--- config.mk ---
export PLATFORM = sky130hd
export DESIGN_NAME = raw10_bayer_crop_to_gray
export DESIGN_NICKNAME = d
export VERILOG_FILES = /design/src/rtl/core/rbcg_pkg.sv /design/src/rtl/core/raw10_bayer_crop_to_gray.sv
export SDC_FILE = /design/constraint.sdc
export NUM_CORES = 2
export LEC_CHECK = 0
export BUFFER_PORTS_ARGS = -buffer_cell sky130_fd_sc_hd__buf_2
export CAP_MARGIN = 0
export CORE_ASPECT_RATIO = 0.75
export CORE_MARGIN = 3
export CORE_UTILIZATION = 35
export CTS_CLUSTER_DIAMETER = 200
export DETAILED_ROUTE_END_ITERATION = 10
export SETUP_SLACK_MARGIN = 0.5
export SYNTH_ARGS = -nofsm -noshare
export SYNTH_HDL_FRONTEND = slang
export SYNTH_SLANG_ARGS = --single-unit
--- constraint.sdc ---
create_clock -name clk -period 20.7 [get_ports clk]
set_input_delay 1.035 -clock clk [delete_from_list [all_inputs] [get_ports clk]]
set_output_delay 1.035 -clock clk [all_outputs]
set_load 0.02 [all_outputs]
--- src/rtl/core/rbcg_pkg.sv ---
package rbcg_pkg;

	// configuration register width and register indexes
	localparam int CFG_W = 13;
	localparam int CFG_IDX_W = 2;

	typedef enum logic [CFG_IDX_W-1:0] {
		CFG_WIDTH  = 2'd0,
		CFG_HEIGHT = 2'd1,
		CFG_CROP   = 2'd2
	} cfg_idx_t;

	// register values after reset
	localparam logic [CFG_W-1:0] RST_WIDTH  = 13'd1536;
	localparam logic [CFG_W-1:0] RST_HEIGHT = 13'd1232;
	localparam logic [CFG_W-1:0] RST_CROP   = 13'd1232;

	// default geometry
	localparam int OUT_COLS_DEF  = 96;
	localparam int OUT_ROWS_DEF  = 96;
	localparam int MAX_WIDTH_DEF = 4096;

	// luma weights and exact divide by 100 for sums below 43699
	localparam logic [14:0] LUMA_R = 15'd30;
	localparam logic [14:0] LUMA_G = 15'd59;
	localparam logic [14:0] LUMA_B = 15'd11;
	localparam logic [27:0] RECIP_100 = 28'd5243;
	localparam int RECIP_SHIFT = 19;

	// raw10 packing: five bytes carry four pixels, the fifth holds low bits
	localparam logic [2:0] GRP_LAST = 3'd4;

	// sensor width clipped to the supported maximum
	function automatic logic [13:0] eff_width(logic [CFG_W-1:0] w, logic [13:0] maxw);
		logic [13:0] wx;
		wx = {1'b0, w};
		eff_width = (wx > maxw) ? maxw : wx;
	endfunction

	// bytes per packed line, floor(5w/4)
	function automatic logic [13:0] bytes_per_line(logic [13:0] weff);
		bytes_per_line = weff + (weff >> 2);
	endfunction

	// crop offset scaled into the sample accumulator domain: off*2n + n
	function automatic logic [31:0] off_term(logic [13:0] size, logic [CFG_W-1:0] crop,
		logic [9:0] n);
		logic [13:0] cx;
		logic [31:0] off;
		cx = {1'b0, crop};
		off = (size >= cx) ? 32'((size - cx) >> 1) : 32'd0;
		off_term = off * (32'(n) << 1) + 32'(n);
	endfunction

endpackage

--- src/rtl/core/raw10_bayer_crop_to_gray.sv ---
// channel  | signals                              | payload
// ---------+--------------------------------------+----------------------------------------
// s (in)   | s_tvalid s_tready s_tdata s_tuser    | raw10 byte, tuser = frame start
// m (out)  | m_tvalid m_tready m_tdata m_tlast    | gray, column, row; tlast = frame done
// cfg (in) | cfg_valid cfg_ready cfg_index cfg_data | register write, index 0..2
//
// one byte per cycle while the result side keeps up and no register write is pending: input
// register, one compare/update pass, then a luma sum stage and the output register (divide by
// 100 as a reciprocal multiply)
// a register write blocks input while cfg_valid and then resync_q are high; the running
// sample accumulators are rebuilt from the new settings with one multiply each
// arst_n clears counters, pipeline valids and loads the power-on sensor settings
// the line store has no reset; entries are written on the even row before they are read
// output stalls hold the result stages; input keeps flowing until the luma sum stage holds a pixel that cannot move on
module raw10_bayer_crop_to_gray #(
	parameter int OUT_COLS         = rbcg_pkg::OUT_COLS_DEF,
	parameter int OUT_ROWS         = rbcg_pkg::OUT_ROWS_DEF,
	parameter int MAX_SENSOR_WIDTH = rbcg_pkg::MAX_WIDTH_DEF
) (
	input  logic                            clk,
	input  logic                            arst_n,
	input  logic                            s_tvalid,
	output logic                            s_tready,
	input  logic [7:0]                      s_tdata,    // [7:0] raw_byte
	input  logic                            s_tuser,    // [0] frame_start
	output logic                            m_tvalid,
	input  logic                            m_tready,
	output logic [23:0]                     m_tdata,    // [7:0] gray_pixel, [14:8] out_col,
	                                                    // [21:15] out_row, [23:22] zero
	output logic                            m_tlast,    // frame_done
	input  logic                            cfg_valid,
	output logic                            cfg_ready,
	input  logic [rbcg_pkg::CFG_IDX_W-1:0] cfg_index,
	input  logic [rbcg_pkg::CFG_W-1:0]     cfg_data
);
	import rbcg_pkg::*;

	// counter and accumulator widths follow the output grid and maximum line length
	localparam int CKW = $clog2(OUT_COLS + 1);
	localparam int RKW = $clog2(OUT_ROWS + 1);
	localparam int IW  = (OUT_COLS > 1) ? $clog2(OUT_COLS) : 1;
	localparam int XW  = $clog2(8 * 8192 * OUT_COLS);
	localparam int YW  = $clog2(8 * 8192 * OUT_ROWS);
	localparam int BPW = $clog2(MAX_SENSOR_WIDTH * 5 / 4 + 1);

	localparam logic [13:0]   MAXW = 14'(MAX_SENSOR_WIDTH);
	localparam logic [XW-1:0] X4N  = XW'(4 * OUT_COLS);
	localparam logic [YW-1:0] Y4N  = YW'(4 * OUT_ROWS);
	localparam logic [9:0]    NC   = 10'(OUT_COLS);
	localparam logic [9:0]    NR   = 10'(OUT_ROWS);

	localparam logic [13:0]   RST_WEFF = eff_width(RST_WIDTH, MAXW);
	localparam logic [BPW-1:0] RST_BPL = BPW'(bytes_per_line(RST_WEFF));
	localparam logic [XW-1:0] RST_OFFX = XW'(off_term(RST_WEFF, RST_CROP, NC));
	localparam logic [YW-1:0] RST_OFFY = YW'(off_term({1'b0, RST_HEIGHT}, RST_CROP, NR));

	// configuration and values derived from it at write time
	logic [CFG_W-1:0] width_q, height_q, crop_q;
	logic [BPW-1:0]   bpl_q;
	logic [XW-1:0]    offx_term_q;
	logic [YW-1:0]    offy_term_q;
	logic [13:0]      crop2;
	logic [13:0]      weff_q, weff_wr;
	logic             cfg_fire, resync_q;

	// input register
	logic       valid_s1;
	logic [7:0] byte_s1;
	logic       fs_s1;

	// scan state: byte position, line pair, output grid indexes and sample accumulators.
	// e2/le2 hold the current even pixel/line scaled by 2n, bx/by the next sample
	// position scaled the same way plus the crop offset; a hit is e2 <= bx < e2 + 4n
	logic [BPW-1:0] bc_q;
	logic [2:0]     grp_q;
	logic [XW-1:0]  e2_q;
	logic [11:0]    line_q;
	logic [YW-1:0]  le2_q;
	logic [RKW-1:0] rk_q;
	logic [CKW-1:0] ck_q;
	logic [XW-1:0]  bx_q;
	logic [YW-1:0]  by_q;
	logic [7:0]     glb_q;

	// line store of blue and green bytes from the even row
	logic [7:0] blue_mem_q  [OUT_COLS];
	logic [7:0] green_mem_q [OUT_COLS];
	logic [7:0] rd_b_q, rd_g_q;

	// luma sum stage and output register
	logic        valid_s2;
	logic [14:0] sum_s2;
	logic [6:0]  col_s2, row_s2;
	logic        done_s2;
	logic        out_valid_q;
	logic [7:0]  gray_q;
	logic [6:0]  col_q, row_q;
	logic        last_q;

	// handshake
	logic s_accept, advance, s2_ok, out_ok;

	// current view of the state, with frame start applied
	logic [BPW-1:0] cur_bc;
	logic [2:0]     cur_grp;
	logic [XW-1:0]  cur_e2, cur_bx;
	logic [11:0]    cur_line;
	logic [YW-1:0]  cur_le2, cur_by;
	logic [RKW-1:0] cur_rk;
	logic [CKW-1:0] cur_ck;
	logic [7:0]     cur_glb;
	logic           row_live, col_live, row_hit, col_hit, first_byte, second_byte;
	logic           odd_line, hit_b, hit_g, line_end, emit;
	logic [IW-1:0]  idx;
	logic [7:0]     green_avg;
	logic [14:0]    luma_sum;
	logic           frame_done;

	logic [BPW-1:0] nxt_bc;
	logic [2:0]     nxt_grp;
	logic [XW-1:0]  nxt_e2, nxt_bx;
	logic [11:0]    nxt_line;
	logic [YW-1:0]  nxt_le2, nxt_by;
	logic [RKW-1:0] nxt_rk;
	logic [CKW-1:0] nxt_ck;
	logic [7:0]     nxt_glb;

	logic [XW-1:0] bx_rs;
	logic [YW-1:0] by_rs;
	logic [27:0]   div_prod;

	assign crop2    = {crop_q, 1'b0};
	assign weff_q   = eff_width(width_q, MAXW);
	assign weff_wr  = eff_width(cfg_data, MAXW);
	assign cfg_ready = 1'b1;
	assign cfg_fire = cfg_valid && cfg_ready;

	// rebuild of the sample accumulators after a register write
	assign bx_rs = offx_term_q + XW'(ck_q) * XW'(crop2);
	assign by_rs = offy_term_q + YW'(rk_q) * YW'(crop2);

	// pipeline control: every byte moves through unless the result side backs up or a register write is pending
	assign out_ok   = !out_valid_q || m_tready;
	assign s2_ok    = !valid_s2 || out_ok;
	assign advance  = valid_s1 && s2_ok && !resync_q && !cfg_valid;
	assign s_tready = (!valid_s1 || advance) && !resync_q && !cfg_valid;
	assign s_accept = s_tvalid && s_tready;

	always_comb begin
		// frame start restarts every counter before the byte is looked at
		cur_bc   = fs_s1 ? '0 : bc_q;
		cur_grp  = fs_s1 ? '0 : grp_q;
		cur_e2   = fs_s1 ? '0 : e2_q;
		cur_line = fs_s1 ? '0 : line_q;
		cur_le2  = fs_s1 ? '0 : le2_q;
		cur_rk   = fs_s1 ? '0 : rk_q;
		cur_ck   = fs_s1 ? '0 : ck_q;
		cur_bx   = fs_s1 ? offx_term_q : bx_q;
		cur_by   = fs_s1 ? offy_term_q : by_q;
		cur_glb  = fs_s1 ? '0 : glb_q;

		row_live    = cur_rk < RKW'(OUT_ROWS);
		col_live    = row_live && (cur_ck < CKW'(OUT_COLS));
		row_hit     = (cur_by >= cur_le2) && (cur_by < cur_le2 + Y4N);
		col_hit     = (cur_bx >= cur_e2) && (cur_bx < cur_e2 + X4N);
		first_byte  = (cur_grp == 3'd0) || (cur_grp == 3'd2);
		second_byte = (cur_grp == 3'd1) || (cur_grp == 3'd3);
		odd_line    = cur_line[0];
		hit_b       = col_live && row_hit && col_hit && first_byte;
		hit_g       = col_live && row_hit && col_hit && second_byte;
		emit        = hit_g && odd_line;
		idx         = cur_ck[IW-1:0];
		line_end    = ((BPW + 1)'(cur_bc) + 1'b1) >= {1'b0, bpl_q};

		// quad: blue and green from the store, second green from this row, red is this byte
		green_avg = 8'(({1'b0, rd_g_q} + {1'b0, cur_glb}) >> 1);
		luma_sum  = LUMA_R * 15'(byte_s1) + LUMA_G * 15'(green_avg) + LUMA_B * 15'(rd_b_q);
		frame_done = (cur_rk == RKW'(OUT_ROWS - 1)) && (cur_ck == CKW'(OUT_COLS - 1));

		nxt_glb = (hit_b && odd_line) ? byte_s1 : cur_glb;
		nxt_ck  = cur_ck;
		nxt_bx  = cur_bx;
		if (hit_g) begin
			nxt_ck = cur_ck + 1'b1;
			nxt_bx = cur_bx + XW'(crop2);
		end
		nxt_rk  = cur_rk;
		nxt_by  = cur_by;
		nxt_le2 = cur_le2;
		if (line_end) begin
			nxt_bc   = '0;
			nxt_grp  = '0;
			nxt_e2   = '0;
			nxt_ck   = '0;
			nxt_bx   = offx_term_q;
			nxt_line = cur_line + 1'b1;
			if (odd_line) begin
				// next line opens a new pair; the line counter wraps at 4096
				nxt_le2 = (cur_line == 12'hFFF) ? '0 : cur_le2 + Y4N;
				if (row_live && row_hit) begin
					nxt_rk = cur_rk + 1'b1;
					nxt_by = cur_by + YW'(crop2);
				end
			end
		end else begin
			nxt_bc   = cur_bc + 1'b1;
			nxt_grp  = (cur_grp == GRP_LAST) ? 3'd0 : cur_grp + 1'b1;
			nxt_e2   = ((cur_grp == 3'd1) || (cur_grp == GRP_LAST)) ? cur_e2 + X4N : cur_e2;
			nxt_line = cur_line;
		end
	end

	// configuration registers
	always_ff @(posedge clk or negedge arst_n) begin
		if (!arst_n) begin
			width_q     <= RST_WIDTH;
			height_q    <= RST_HEIGHT;
			crop_q      <= RST_CROP;
			bpl_q       <= RST_BPL;
			offx_term_q <= RST_OFFX;
			offy_term_q <= RST_OFFY;
			resync_q    <= 1'b0;
		end else begin
			resync_q <= cfg_fire;
			if (cfg_fire) begin
				unique case (cfg_idx_t'(cfg_index))
					CFG_WIDTH: begin
						width_q     <= cfg_data;
						bpl_q       <= BPW'(bytes_per_line(weff_wr));
						offx_term_q <= XW'(off_term(weff_wr, crop_q, NC));
					end
					CFG_HEIGHT: begin
						height_q    <= cfg_data;
						offy_term_q <= YW'(off_term({1'b0, cfg_data}, crop_q, NR));
					end
					CFG_CROP: begin
						crop_q      <= cfg_data;
						offx_term_q <= XW'(off_term(weff_q, cfg_data, NC));
						offy_term_q <= YW'(off_term({1'b0, height_q}, cfg_data, NR));
					end
					default: begin
					end
				endcase
			end
		end
	end

	// input register and scan state
	always_ff @(posedge clk or negedge arst_n) begin
		if (!arst_n) begin
			valid_s1 <= 1'b0;
			bc_q     <= '0;
			grp_q    <= '0;
			e2_q     <= '0;
			line_q   <= '0;
			le2_q    <= '0;
			rk_q     <= '0;
			ck_q     <= '0;
			bx_q     <= RST_OFFX;
			by_q     <= RST_OFFY;
			glb_q    <= '0;
		end else begin
			if (s_accept) begin
				valid_s1 <= 1'b1;
			end else if (advance) begin
				valid_s1 <= 1'b0;
			end
			if (advance) begin
				bc_q   <= nxt_bc;
				grp_q  <= nxt_grp;
				e2_q   <= nxt_e2;
				line_q <= nxt_line;
				le2_q  <= nxt_le2;
				rk_q   <= nxt_rk;
				ck_q   <= nxt_ck;
				bx_q   <= nxt_bx;
				by_q   <= nxt_by;
				glb_q  <= nxt_glb;
			end else if (resync_q) begin
				bx_q <= bx_rs;
				by_q <= by_rs;
			end
		end
	end

	always_ff @(posedge clk) begin
		if (s_accept) begin
			byte_s1 <= s_tdata;
			fs_s1   <= s_tuser;
		end
	end

	// line store: blue byte then green byte on the even row, read back one byte
	// ahead of the red byte on the odd row
	always_ff @(posedge clk) begin
		if (advance && hit_b && !odd_line) begin
			blue_mem_q[idx] <= byte_s1;
		end
		if (advance && hit_g && !odd_line) begin
			green_mem_q[idx] <= byte_s1;
		end
		if (advance && hit_b && odd_line) begin
			rd_b_q <= blue_mem_q[idx];
			rd_g_q <= green_mem_q[idx];
		end
	end

	// result stages
	always_ff @(posedge clk or negedge arst_n) begin
		if (!arst_n) begin
			valid_s2    <= 1'b0;
			out_valid_q <= 1'b0;
		end else begin
			if (s2_ok) begin
				valid_s2 <= advance && emit;
			end
			if (out_ok) begin
				out_valid_q <= valid_s2;
			end
		end
	end

	assign div_prod = 28'(sum_s2) * RECIP_100;

	always_ff @(posedge clk) begin
		if (s2_ok && advance && emit) begin
			sum_s2  <= luma_sum;
			col_s2  <= 7'(cur_ck);
			row_s2  <= 7'(cur_rk);
			done_s2 <= frame_done;
		end
		if (out_ok && valid_s2) begin
			// gray minus 128 is the top bit flipped
			gray_q <= div_prod[RECIP_SHIFT+7:RECIP_SHIFT] ^ 8'h80;
			col_q  <= col_s2;
			row_q  <= row_s2;
			last_q <= done_s2;
		end
	end

	assign m_tvalid = out_valid_q;
	assign m_tdata  = {2'b00, row_q, col_q, gray_q};
	assign m_tlast  = last_q;

`ifndef SYNTHESIS
	// column index never runs past the end of the output row
	assert property (@(posedge clk) disable iff (!arst_n) ck_q <= CKW'(OUT_COLS))
		else $error("output column index out of range");

	// row index never runs past the output row count
	assert property (@(posedge clk) disable iff (!arst_n) rk_q <= RKW'(OUT_ROWS))
		else $error("output row index out of range");

	// group position and even pixel accumulator restart together with the byte column
	assert property (@(posedge clk) disable iff (!arst_n)
		(bc_q == '0) |-> ((grp_q == 3'd0) && (e2_q == '0)))
		else $error("byte position state out of step at line start");

	// a pixel enters the sum stage only from a processed byte
	assert property (@(posedge clk) disable iff (!arst_n)
		$rose(valid_s2) |-> $past(advance))
		else $error("result without a processed byte");
`endif

endmodule
==> impl_metrics.toml <==
[clock_network]
cts-hold-fix-buffers = 0
clk_latency_ns = 0.91
htree_levels = 4
path_clk_slew_ns = 0.06
cts_buffers = 193
clock-sinks = 1846
cts_tree = "done"
post_cts_resized = 0
ctsLongestPathBuffers = 4
cts_root_buffer = "clkbuf_16"
cts_setup_buffers = 0

[logic_synthesis]
synth_top_family_by_area = "compound AO/OA/AOI/OAI gates"
synth_area_leader_cell = "edfxtp_1"
synth.top_cell.area_share_pct = 50.4
postSynth.asyncResetShare_pct = 12.6
synth-xor-area-share_pct = 2.30
yosysUniqueCellTypes = 105
synth_fa_ha_area_share_pct = 12.0
synth_common_cells = "edfxtp_1 (1,614), nand2_1 (649), inv_1 (541)"
yosys.area_share.simple_pct = 9.42
synth_cells = 7858
syn-mean-instance-area_um2 = 12.2
yosys_warnings = 0
synth_seq_cells = 1846
synth.most_common_cell = "edfxtp_1"
synth_edf_count = 1614
synth.area.top_cells = "edfxtp_1 (50%), ha_1 (6.7%), dfrtp_1 (5.3%)"
synthMuxAreaShare_pct = 3.87
synth_compound_gate_area_share_pct = 12.3
ys_seq_area_share_pct = 56.4
ys.flop_type = "edfxtp_1"
synth_area_mm2 = 0.0963

[final_layout]
final_layout_size_suffix_gt1_share_pct = 8.47
stdcell_count = 11609
fin_area_mm2 = 0.107
nets = 8645
syn_to_final_growth_pct = 11.5

[sta]
fin_crit_ns = 7.84
fin_crit_sh_pct = 37.9
setup_ws_ns = 12.86
clock.fmax_ghz = 0.128
maxSlewViolCount = 0
worst_slew_pin_slew_ns = 1.36
setup_tns_ns = 0
skew_ns = 0.0963
final_hold_viol_count = 0
rsz0062_at_grt = "false"
slew_headroom_pct = 9.00
setup_viol = 0

[floorplanning]
start_util_pct = 35.2
rows = 166
core_area_mm2 = 0.273
die_w_um = 612
die-area_mm2 = 0.281
die_y_um = 460
io_pins = 57

[global_routing]
grt-ovfl-total = 0
grt_pass1_wl_mm = 442
grt_max_degree = 158
antenna_found_initial = 4
grtUsageTotal_pct = 20.9
first_global_vias = 65103

[place]
place.gp.congestion = 0.897
pre_cts_slack_ns = 13.03
hpwlAfterDp_mm = 192
dpl_cell_area_mm2 = 0.101
place_inst = 11260
numPortBuffers = 53

[setup_path]
cp_max_fo = 82
worstRegToRegCells = 18
criticalPathCategory = "register to register"
end_kind = "register"
start_kind = "register"
critPathArrivalTime_ns = 8.31
r2r_end = "green_mem_q[11][5]"
critPathRequiredTime_ns = 21.17
rr_startpoint = "fs_s1"
r2r_slack_ns = 12.86

[route]
drtPass1Iterations = 6
drt_wl_total_mm = 300
drc = 0
ant_nets = 0
wl_per_cell_um = 25.8
via_per_inst = 5.70
via_count = 66123
drt_iter0_drc = 8172

[flow_run]
drv_cap = 0

[hold_path]
hold_class = "input pin to async pin"

[pwr]
peakVddDrop_uv = 127
power_density_mw_per_mm2 = 101
leakagePower_nw = 40.5

[status]
outcome = "completed"
layout by cell type (no fill, tap or decap), types with 25 or more instances in the layout:
| cell type | Yosys | layout |
|---|---|---|
| mux2_2 | 61 | 61 |
| inv_1 | 541 | 539 |
| edfxtp_1 | 1614 | 1614 |
| nand2_1 | 649 | 643 |
| a221o_1 | 36 | 36 |
| a311oi_1 | 29 | 29 |
| fa_1 | 254 | 254 |
| nand2b_1 | 31 | 28 |
| o211ai_1 | 25 | 25 |
| a21o_1 | 82 | 82 |
| and3_1 | 58 | 56 |
| nor2_1 | 499 | 491 |
| dfstp_2 | 28 | 28 |
| bufinv_16 | 0 | 30 |
| a22o_1 | 63 | 63 |
| clkinv_2 | 0 | 33 |
| o21ai_0 | 404 | 403 |
| mux4_2 | 25 | 25 |
| o21bai_1 | 32 | 32 |
| a31oi_1 | 76 | 76 |
| xor2_1 | 90 | 90 |
| buf_2 | 9 | 55 |
| ha_1 | 517 | 516 |
| and2_1 | 146 | 145 |
| a21oi_1 | 387 | 387 |
| clkinv_1 | 4 | 28 |
| nor3_1 | 101 | 98 |
| nand4_1 | 50 | 50 |
| xnor2_1 | 163 | 163 |
| nand3_1 | 162 | 162 |
| clkbuf_16 | 0 | 197 |
| a211oi_1 | 58 | 58 |
| a22oi_1 | 195 | 195 |
| clkbuf_1 | 313 | 32 |
| buf_4 | 3 | 120 |
| a221oi_1 | 77 | 77 |
| o22ai_1 | 57 | 57 |
| nor2b_1 | 110 | 110 |
| dfrtp_1 | 204 | 200 |
| mux2i_1 | 247 | 247 |
routing by layer:
metal	part of all wire, %	global-route usage, %	vias up
li1	-	-	28999
met1	44	30.3	33108
met2	42	30.1	3521
met3	12	6.27	495
met4	2.9	6.03	0
met5	0	0	-
logic make-up (layout without fill, tap and decap cells):
| kind of cell | Yosys count | count (layout) |
|---|---|---|
| muxes | 333 | 333 |
| other | 2 | 6 |
| buffers and inverters | 944 | 1079 |
| and+or+nand+nor | 1934 | 1934 |
| adders and majority gates | 771 | 771 |
| AOI/OAI and AO/OA | 1775 | 1775 |
| DFF | 1846 | 1846 |
| xor gates and xnor gates | 253 | 253 |
final cells by class:
cell class	instances	area, um^2
fill	25545	166000
sequential	1846	54300
inverter	548	2060
multi-input combinational	5069	38500
clock buffer	235	5130
antenna	3	7.51
clock inverter	109	1350
timing repair buffer	187	1410
tap	3612	4520
power breakdown:
part,switching [W],internal (W),total [W]
combinational,0.00171,0.00117,0.00288
sequential,0.000118,0.00419,0.00431
clock,0.00149,0.00214,0.00363
total,0.00332,0.00749,0.0108
registers in the layout, indices dropped and copies added, names as in the netlist, 12 cells and up:
signal       cells
width_q         13
le2_q           23
bx_q            23
offx_term_q     17
bpl_q           13
offy_term_q     17
sum_s2          15
bc_q            13
e2_q            23
blue_mem_q     768
by_q            23
green_mem_q    768
line_q          12
crop_q          13
height_q        13
worst max-delay path, stage by stage (launching register included):
cell      delay, ns
edfxtp_1       0.41
buf_12         0.25
inv_2          0.52
buf_4          0.51
nand3_1        0.24
nor4_1         0.85
and3_1         0.37
and3_1         0.26
nand3_1        0.11
xnor2_1        0.18
ha_1           0.27
a221oi_1       0.29
o221ai_1       0.26
nor2_1         0.15
o211ai_1       0.13
nor3_2         0.18
and3_1         0.38
nand2_1        0.87
nor2_1         1.08
stage by stage:
step	utilization [%]	hold WS (ns)	total power, W
2_1_floorplan	-	0.400	0.00646
3_3_place_gp	36.9	0.409	0.00719
3_5_place_dp	36.9	0.407	0.00723
4_1_cts	39.3	0.276	0.0108
5_1_grt	39.3	0.324	0.0114
6_report	39.3	0.276	0.0108
how the worst max path moves through the flow:
stage	from	end	slack, ns	depth (start not counted)
after CTS	ck_q[2]	bx_q[21]	13.02	26
after floorplan	fs_s1	sum_s2[14]	12.50	34
after global routing	ck_q[5]	bx_q[21]	12.33	25
after detailed placement	ck_q[2]	bx_q[21]	13.03	26
after global placement	ck_q[2]	bx_q[21]	13.02	26
final	fs_s1	green_mem_q[11][5]	12.86	18
Note: power is estimated with default switching activity, not from simulation.
